**config.mk**
```make
export PLATFORM = sky130hd
export DESIGN_NAME = rgb_led_effect_frame_generator_unit
export DESIGN_NICKNAME = d
export VERILOG_FILES = /design/src/hdl/rgbfx_pkg.sv /design/src/hdl/rgbfx_pixel.sv /design/src/hdl/rgb_led_effect_frame_generator_unit.sv
export SDC_FILE = /design/constraint.sdc
export NUM_CORES = 1
export LEC_CHECK = 0
export BUFFER_PORTS_ARGS = -buffer_cell sky130_fd_sc_hd__buf_2
export CAP_MARGIN = 20
export CORE_MARGIN = 10
export CORE_UTILIZATION = 60
export CTS_BUF_LIST = sky130_fd_sc_hd__clkbuf_4 sky130_fd_sc_hd__clkbuf_8
export DETAILED_ROUTE_END_ITERATION = 16
export PLACE_DENSITY_LB_ADDON = 0.25
export SYNTH_ARGS = -nofsm -noshare
export SYNTH_HDL_FRONTEND = slang
export SYNTH_SLANG_ARGS = --single-unit
```
**constraint.sdc**
```tcl
create_clock -name clk -period 29.1 [get_ports clk]
set_input_delay 1.455 -clock clk [delete_from_list [all_inputs] [get_ports clk]]
set_output_delay 1.455 -clock clk [all_outputs]
set_load 0.02 [all_outputs]
```
**src/hdl/rgbfx_pkg.sv**
```systemverilog
package rgbfx_pkg;

  localparam int unsigned FRAME_MAX  = 8;
  localparam int unsigned IDX_W      = 3;
  localparam int unsigned CFG_IDX_W  = 3;
  localparam int unsigned CFG_DATA_W = 16;

  localparam logic [7:0] RED_ONCE_LEVEL = 8'd32;
  localparam logic [7:0] HUE_REGION     = 8'd43;
  localparam logic [7:0] TRI_HALF       = 8'd128;

  typedef enum logic [CFG_IDX_W-1:0] {
    REG_ENABLED    = 3'd0,
    REG_EFFECT     = 3'd1,
    REG_MAX_BRIGHT = 3'd2,
    REG_UPD_TICKS  = 3'd3,
    REG_PHASE_STEP = 3'd4,
    REG_BOOT_RETRY = 3'd5
  } reg_idx_t;

  typedef enum logic [1:0] {
    FX_STATIC       = 2'd0,
    FX_SOLID_BREATH = 2'd1,
    FX_RAINBOW      = 2'd2,
    FX_BREATH_FLOW  = 2'd3
  } effect_t;

  typedef struct packed {
    logic       enabled;
    effect_t    effect;
    logic [7:0] max_brightness;
  } fx_cfg_t;

  typedef struct packed {
    logic [7:0] red;
    logic [7:0] green;
    logic [7:0] blue;
  } rgb_t;

  function automatic logic [7:0] tri_level(input logic [7:0] p);
    logic [7:0] q;
    q = (p < TRI_HALF) ? p : (8'd255 - p);
    return {q[6:0], 1'b0};
  endfunction

endpackage

```
**src/hdl/rgbfx_pixel.sv**
```systemverilog
module rgbfx_pixel
  import rgbfx_pkg::*;
(
  input  logic             dim_red,
  input  fx_cfg_t          cfg,
  input  logic [7:0]       phase,
  input  logic [IDX_W-1:0] idx,
  output rgb_t             pix
);

  logic [7:0]  tri_v;
  logic [7:0]  hue;
  logic [7:0]  bright;
  logic [2:0]  region;
  logic [7:0]  base;
  logic [7:0]  rem;
  logic [10:0] step_w;
  logic [7:0]  step;
  logic [15:0] up_p;
  logic [15:0] down_p;
  logic [7:0]  up;
  logic [7:0]  down;
  rgb_t        wheel;

  assign tri_v = tri_level(phase);

  always_comb begin
    if (cfg.effect == FX_RAINBOW) begin
      hue    = phase + 8'(idx) * 8'd7;
      bright = cfg.max_brightness;
    end else begin
      hue    = {phase[6:0], 1'b0} + 8'(idx) * 8'd5;
      bright = tri_v;
    end
  end

  always_comb begin
    if (hue >= 8'(5 * HUE_REGION)) begin
      region = 3'd5;
    end else if (hue >= 8'(4 * HUE_REGION)) begin
      region = 3'd4;
    end else if (hue >= 8'(3 * HUE_REGION)) begin
      region = 3'd3;
    end else if (hue >= 8'(2 * HUE_REGION)) begin
      region = 3'd2;
    end else if (hue >= HUE_REGION) begin
      region = 3'd1;
    end else begin
      region = 3'd0;
    end
  end

  assign base   = 8'(region) * HUE_REGION;
  assign rem    = hue - base;
  assign step_w = 11'(rem) * 11'd6;
  assign step   = step_w[7:0];
  assign up_p   = 16'(step) * 16'(bright);
  assign down_p = 16'(8'd255 - step) * 16'(bright);
  assign up     = up_p[15:8];
  assign down   = down_p[15:8];

  always_comb begin
    case (region)
      3'd0:    wheel = '{red: bright, green: up,     blue: 8'd0};
      3'd1:    wheel = '{red: down,   green: bright, blue: 8'd0};
      3'd2:    wheel = '{red: 8'd0,   green: bright, blue: up};
      3'd3:    wheel = '{red: 8'd0,   green: down,   blue: bright};
      3'd4:    wheel = '{red: up,     green: 8'd0,   blue: bright};
      default: wheel = '{red: bright, green: 8'd0,   blue: down};
    endcase
  end

  always_comb begin
    pix = '0;
    if (dim_red) begin
      pix.red = RED_ONCE_LEVEL;
    end else if (cfg.enabled) begin
      case (cfg.effect)
        FX_STATIC: begin
          pix.green = cfg.max_brightness;
          pix.blue  = cfg.max_brightness;
        end
        FX_SOLID_BREATH: begin
          pix.green = tri_v;
          pix.blue  = tri_v;
        end
        default: pix = wheel;
      endcase
    end
  end

endmodule

```
**src/hdl/rgb_led_effect_frame_generator_unit.sv**
```systemverilog
// Channel  Dir  Beat                  Payload
// in_      in   one command           tuser: cmd; tdata: tick_now
// out_     out  one pixel             tdata: led_index, red, green, blue; tlast: last pixel
// cfg_     in   one register write    cfg_index selects, cfg_wdata holds the value
//
// A tick is decided in the cycle it is accepted; one that yields no frame leaves in_tready high.
// A frame holds min(LED_COUNT, 8) pixels, sent at one pixel per cycle while out_tready
// is high, set by the pixel sequencer; a command with a frame is accepted first, and the
// next command is taken the cycle after the last pixel enters the output register.
// Reset is synchronous, active low, and loads the register reset values.
// out_tready low holds a valid output register and the sequencer; no beat is lost.
module rgb_led_effect_frame_generator_unit
  import rgbfx_pkg::*;
#(
  parameter int unsigned LED_COUNT = FRAME_MAX
) (
  input  logic                  clk,
  input  logic                  rst_n,
  input  logic                  in_tvalid,
  output logic                  in_tready,
  input  logic [15:0]           in_tdata,   // tick_now
  input  logic                  in_tuser,   // cmd
  output logic                  out_tvalid,
  input  logic                  out_tready,
  output logic [31:0]           out_tdata,  // led_index, red, green, blue, zero pad
  output logic                  out_tlast,  // last_pixel
  input  logic                  cfg_we,
  input  logic [CFG_IDX_W-1:0]  cfg_index,
  input  logic [CFG_DATA_W-1:0] cfg_wdata
);

  localparam int unsigned FRAME_LEN = (LED_COUNT > FRAME_MAX) ? FRAME_MAX :
                                      ((LED_COUNT < 1) ? 1 : LED_COUNT);
  localparam logic [IDX_W-1:0] LAST_IDX = IDX_W'(FRAME_LEN - 1);

  fx_cfg_t          fx_cfg_r;
  logic [15:0]      upd_ticks_r;
  logic [7:0]       phase_step_r;

  logic [7:0]       phase_r;
  logic [15:0]      last_tick_r;
  logic [15:0]      retry_left_r;

  logic             job_valid_r;
  logic             job_red_r;
  logic [7:0]       job_phase_r;
  logic [IDX_W-1:0] pix_idx_r;

  logic             out_valid_r;
  logic [IDX_W-1:0] out_idx_r;
  rgb_t             out_pix_r;
  logic             out_last_r;

  logic             in_acc;
  logic [15:0]      elapsed;
  logic             upd;
  logic             retry;
  logic             emit;
  logic [7:0]       phase_nxt;
  logic             load;
  logic             pix_last;
  rgb_t             pix;

  assign in_tready = !job_valid_r;
  assign in_acc    = in_tvalid && in_tready;
  assign elapsed   = in_tdata - last_tick_r;
  assign upd       = !in_tuser && (elapsed >= upd_ticks_r);
  assign retry     = (retry_left_r != 16'd0);
  assign phase_nxt = phase_r + phase_step_r;
  assign emit      = in_tuser ||
                     (upd && ((fx_cfg_r.enabled && fx_cfg_r.effect != FX_STATIC) || retry));
  assign load      = job_valid_r && (!out_valid_r || out_tready);
  assign pix_last  = (pix_idx_r == LAST_IDX);

  rgbfx_pixel u_pixel (
    .dim_red  (job_red_r),
    .cfg      (fx_cfg_r),
    .phase    (job_phase_r),
    .idx      (pix_idx_r),
    .pix      (pix)
  );

  always_ff @(posedge clk) begin
    if (!rst_n) begin
      fx_cfg_r     <= '{enabled: 1'b0, effect: FX_BREATH_FLOW, max_brightness: 8'd255};
      upd_ticks_r  <= 16'd32;
      phase_step_r <= 8'd2;
      phase_r      <= '0;
      last_tick_r  <= '0;
      retry_left_r <= 16'd256;
      job_valid_r  <= 1'b0;
      job_red_r    <= 1'b0;
      job_phase_r  <= '0;
      pix_idx_r    <= '0;
      out_valid_r  <= 1'b0;
    end else begin
      if (cfg_we) begin
        case (cfg_index)
          REG_ENABLED:    fx_cfg_r.enabled        <= cfg_wdata[0];
          REG_EFFECT:     fx_cfg_r.effect         <= effect_t'(cfg_wdata[1:0]);
          REG_MAX_BRIGHT: fx_cfg_r.max_brightness <= cfg_wdata[7:0];
          REG_UPD_TICKS:  upd_ticks_r             <= cfg_wdata;
          REG_PHASE_STEP: phase_step_r            <= cfg_wdata[7:0];
          REG_BOOT_RETRY: retry_left_r            <= cfg_wdata;
          default: ;
        endcase
      end

      if (in_acc) begin
        if (upd) begin
          last_tick_r <= in_tdata;
          phase_r     <= phase_nxt;
          if (retry) begin
            retry_left_r <= retry_left_r - 16'd1;
          end
        end
        if (emit) begin
          job_valid_r <= 1'b1;
          job_red_r   <= in_tuser;
          job_phase_r <= phase_nxt;
          pix_idx_r   <= '0;
        end
      end

      if (load) begin
        pix_idx_r <= pix_idx_r + IDX_W'(1);
        if (pix_last) begin
          job_valid_r <= 1'b0;
        end
      end

      if (load) begin
        out_valid_r <= 1'b1;
      end else if (out_tready) begin
        out_valid_r <= 1'b0;
      end
    end
  end

  always_ff @(posedge clk) begin
    if (load) begin
      out_idx_r  <= pix_idx_r;
      out_pix_r  <= pix;
      out_last_r <= pix_last;
    end
  end

  assign out_tvalid = out_valid_r;
  assign out_tlast  = out_last_r;
  assign out_tdata  = {5'd0, out_pix_r.blue, out_pix_r.green, out_pix_r.red, out_idx_r};

  a_red_starts_frame: assert property (@(posedge clk) disable iff (!rst_n)
    in_acc && in_tuser |=> job_valid_r && job_red_r && (pix_idx_r == '0))
    else $error("red request did not start a frame");

  a_retry_no_rise: assert property (@(posedge clk) disable iff (!rst_n)
    $past(rst_n) && !$past(cfg_we) |-> retry_left_r <= $past(retry_left_r))
    else $error("boot retry count rose without a write");

  a_last_index: assert property (@(posedge clk) disable iff (!rst_n)
    out_valid_r && out_last_r |-> out_idx_r == LAST_IDX)
    else $error("last pixel flag on wrong index");

endmodule
```
==> metrics.md <==
| Metric | Value |
|---|---|
| EDFF count, synth | 28 |
| Core region area | 19400 um2 |
| P&R area growth vs syn | 8.126% |
| Syn Inst Count | approximately 1.4k |
| Vias in the first global route | 10.37k |
| Die X-Extent | 160.4 um |
| Min Clock Period, post-route | 12170 ps |
| Max-slew headroom | 20.97% |
| Yosys warns | 0 |
| Diode count | 0 |
| Post-synth top flop | dfxtp_1 |
| Num Clock Sinks | 117 |
| Post-DR wirelength/cell | 17.61 um |
| Status | complete, no violations |
| Critical Path End Type | flip-flop |
| WP data required | between 20000 and 30000 ps |
| Fraction of registers with async set/reset | 0% |
| First-pass GRT wire length | 51890 um |
| I/O pin total | 76 |
| Fmax | 0.08217 GHz |
| Iter 0 DRT Violations | 761 |
| Final Max Slew Viols | 0 |
| Register area share after synthesis | 22.18% |
| Top cell type's share of synthesized area | ~15% |
| Most common cell after layout, fill and taps aside | nand2_1 |
| Worst setup margin | around 17000 ps |
| Worst-Margin Slew | 1173 ps |
| Latest clock arrival within the worst-skew pair | 450 ps |
| Final hold vios | 0 |
| Met2 WL | about 15000 um |
| Clock slew at reported path FFs | 70 ps |
| Wl on met1 | 13200 um |
| # Post-CTS Setup Buffers | 0 |
| Antenna Violating Nets Remaining | 0 |
| Power Dens Cells | roughly 70 nW/um2 |
| Die height | 160.4 um |
| Total detailed-routing wirelength | 31270 um |
| Die area | 25730 um2 |
| Initial antenna violation count | 0 |
| Total global routing track utilization | 24.45% |
| Clock buffer count from CTS | 17 |
| CTS tree | done |
| RSZ-0062 raised after global routing | false |
| Final setup fails | 0 |
| Worst r2r src | pix_idx_r[0]$_SDFFE_PN0P_ |
| Max layer used | met4 |
| Clock tree buffer depth | 2 |
| Leakage | 5.950 nW |
| Setup TNS | 0 ps |
| DR pass1 iterations | 6 |
| R2R setup slack | 16930 ps |
| Final Util | 65.92% |
| Worst-path fanout max | 16 |
| Crit-path most repeated cell | fa_1 |
| Cell Area, Synth | 11830 um2 |
| Starting Density | 60.96% |
| CP max stage cell | nor2b_1 |
| H-tree levels | 4 |
| Fraction of layout cells with a size suffix above 1 | 10.13% |
| DP HPWL | 24260 um |
| Global placer's final weighted congestion | 0.9686 |
| Synth area leader | ha_1 |
| Worst hold path depth | 2 |
| Hold EP | last_tick_r[14]$_SDFFE_PN0P_ |
| Total number of vias | 10.31k |
| Vias/cell | 5.807 |
| Crit-path max cell delay | 770 ps |
| Hold-fix buffers at CTS | 0 |
| R2R cell count | approximately 40 |
| Synth area leaders | ha_1 15%, dfxtp_1 15%, fa_1 13%, edfxtp_1 7.1%, nand2_1 6.3% |
| Final setup skew | approximately 15 ps |
| Max Cap Violations | 0 |
| Port Buffers | 70 |
| Fin nets | approximately 1.8k |
| Seq cells post-synth | 117 |
| Overflow after GRT | 0 |
| Worst Hold Class | reg2reg |
| # DRC | 0 |
| Mean Syn Cell Area | a little over 8 um2 |
| Worst R2R End | out_tdata[18]$_SDFFCE_PP0P_ |
| # rows | 51 |
| Setup slack at placement | 17090 ps |
| Data arrival time of the worst path | between 10000 and 15000 ps |
| Most frequent cells in the layout | 197 x nand2_1, 175 x inv_1, 144 x ha_1 |
| Critical path class | reg2reg |
| Startpoint Class | flip-flop |
| Post-cts sizing count | 0 |
| Unique masters post-synth | 88 |
| Hold Crit Start | last_tick_r[14]$_SDFFE_PN0P_ |
| Fin crit share | a little over two fifths |
| CTS root buf | clkbuf_8 |
| Largest net degree at the start of global routing | 73 |
| Max IR drop VDD | 58.69 uV |
| Routed wl met3 | about 2100 um |
==> state kept, by name (all words and copies together), names as in the netlist <==
register and flops:
job_valid_r 1, out_tvalid 1, out_tdata 24, job_red_r 1, fx_cfg_r 11, upd_ticks_r 16, phase_r 8, phase_step_r 8
job_phase_r 8, last_tick_r 16, pix_idx_r 3, out_tlast 1, retry_left_r 16, out_idx_r 3
==> per-stage QoR <==
stage | total power (W) | instances | cell area, um2 | hold slack [ps]
2_1_floorplan | 0.0005936 | 1449 | 11840 | 436.3
3_3_place_gp | 0.0007172 | 1742 | 12370 | 442.2
3_5_place_dp | 0.0007334 | 1743 | 12390 | 446.3
4_1_cts | 0.0008924 | 1775 | 12790 | 457.5
5_1_grt | 0.0009653 | 1775 | 12790 | 479.5
6_report | 0.0008956 | 1775 | 12790 | 456.2
==> critical path: cells and delay by family, from the launching register on <==
family | cells | cell delay, ps
adders and majority gates | 11 | 5120
DFF | 1 | 580
buffers and inverters | 5 | 570
xor gates and xnor gates | 6 | 1400
AOI/OAI and AO/OA | 11 | 2090
and+or+nand+nor | 6 | 1670
muxes | 2 | 470
==> cells by family after synthesis <==
family	share of synthesized area (%)
AND/OR/NAND/NOR	19.23
other	0.03171
multiplexers	1.767
AO/OA/AOI/OAI	16.34
flip-flops	22.18
adder cells (fa/ha/maj)	27.93
XOR/XNOR	4.803
buffers and inverters	7.723
==> worst max path at each step <==
stage / startpoint / to / depth (start not counted) / slack, ps
final: pix_idx_r[0]$_SDFFE_PN0P_ / out_tdata[18]$_SDFFCE_PP0P_ / 41 / 16930
after global routing: pix_idx_r[0]$_SDFFE_PN0P_ / out_tdata[18]$_SDFFCE_PP0P_ / 46 / 16220
after CTS: pix_idx_r[0]$_SDFFE_PN0P_ / out_tdata[18]$_SDFFCE_PP0P_ / 46 / 17020
after detailed placement: pix_idx_r[0]$_SDFFE_PN0P_ / out_tdata[17]$_SDFFCE_PP0P_ / 38 / 17090
after global placement: pix_idx_r[0]$_SDFFE_PN0P_ / out_tdata[17]$_SDFFCE_PP0P_ / 38 / 17340
after floorplan: pix_idx_r[0]$_SDFFE_PN0P_ / out_tdata[18]$_SDFFCE_PP0P_ / 47 / 18320
==> power by group <==
group / internal [W] / switching (W)
Sequential: 0.000180 / 0.0000100
Clock: 0.0000806 / 0.0000763
Combinational: 0.000195 / 0.000354
==> area by class of cell <==
class	count	area [um2]
well taps	265	331.6
clock inverters	13	146.4
fillers	1706	6611
repair buffers	82	444.2
flip-flops and latches	117	2623
clock buffers	19	255.2
inverters	180	675.6
multi-input cells	1099	8312
==> synth_stat cells (4+ instances only) <==
cell	count
nand2_1	197
inv_1	175
ha_1	144
nor2_1	135
a21oi_1	99
dfxtp_1	89
fa_1	75
xnor2_1	48
o21ai_0	47
clkbuf_1	39
edfxtp_1	28
nand3_1	26
nor3_1	25
nand2b_1	22
a21o_1	21
nor2b_1	20
mux2i_1	18
and2_1	15
a211oi_1	14
a221oi_1	12
xor2_1	11
o21ai_1	10
o21bai_1	10
o21a_1	9
a22oi_1	8
and3_1	8
nor2_2	8
or2_2	8
a31oi_1	7
buf_4	6
nor4_1	6
or3_1	6
nand4_1	5
a222oi_1	4
o211ai_1	4
o22ai_1	4
==> per-layer routing <==
layer	global-route usage [%]	vias up
met5	0	-
met1	30.89	4889
li1	-	4969
met3	3.988	64
met4	9.140	0
met2	41.09	386
(Power assumes the default switching activity.)
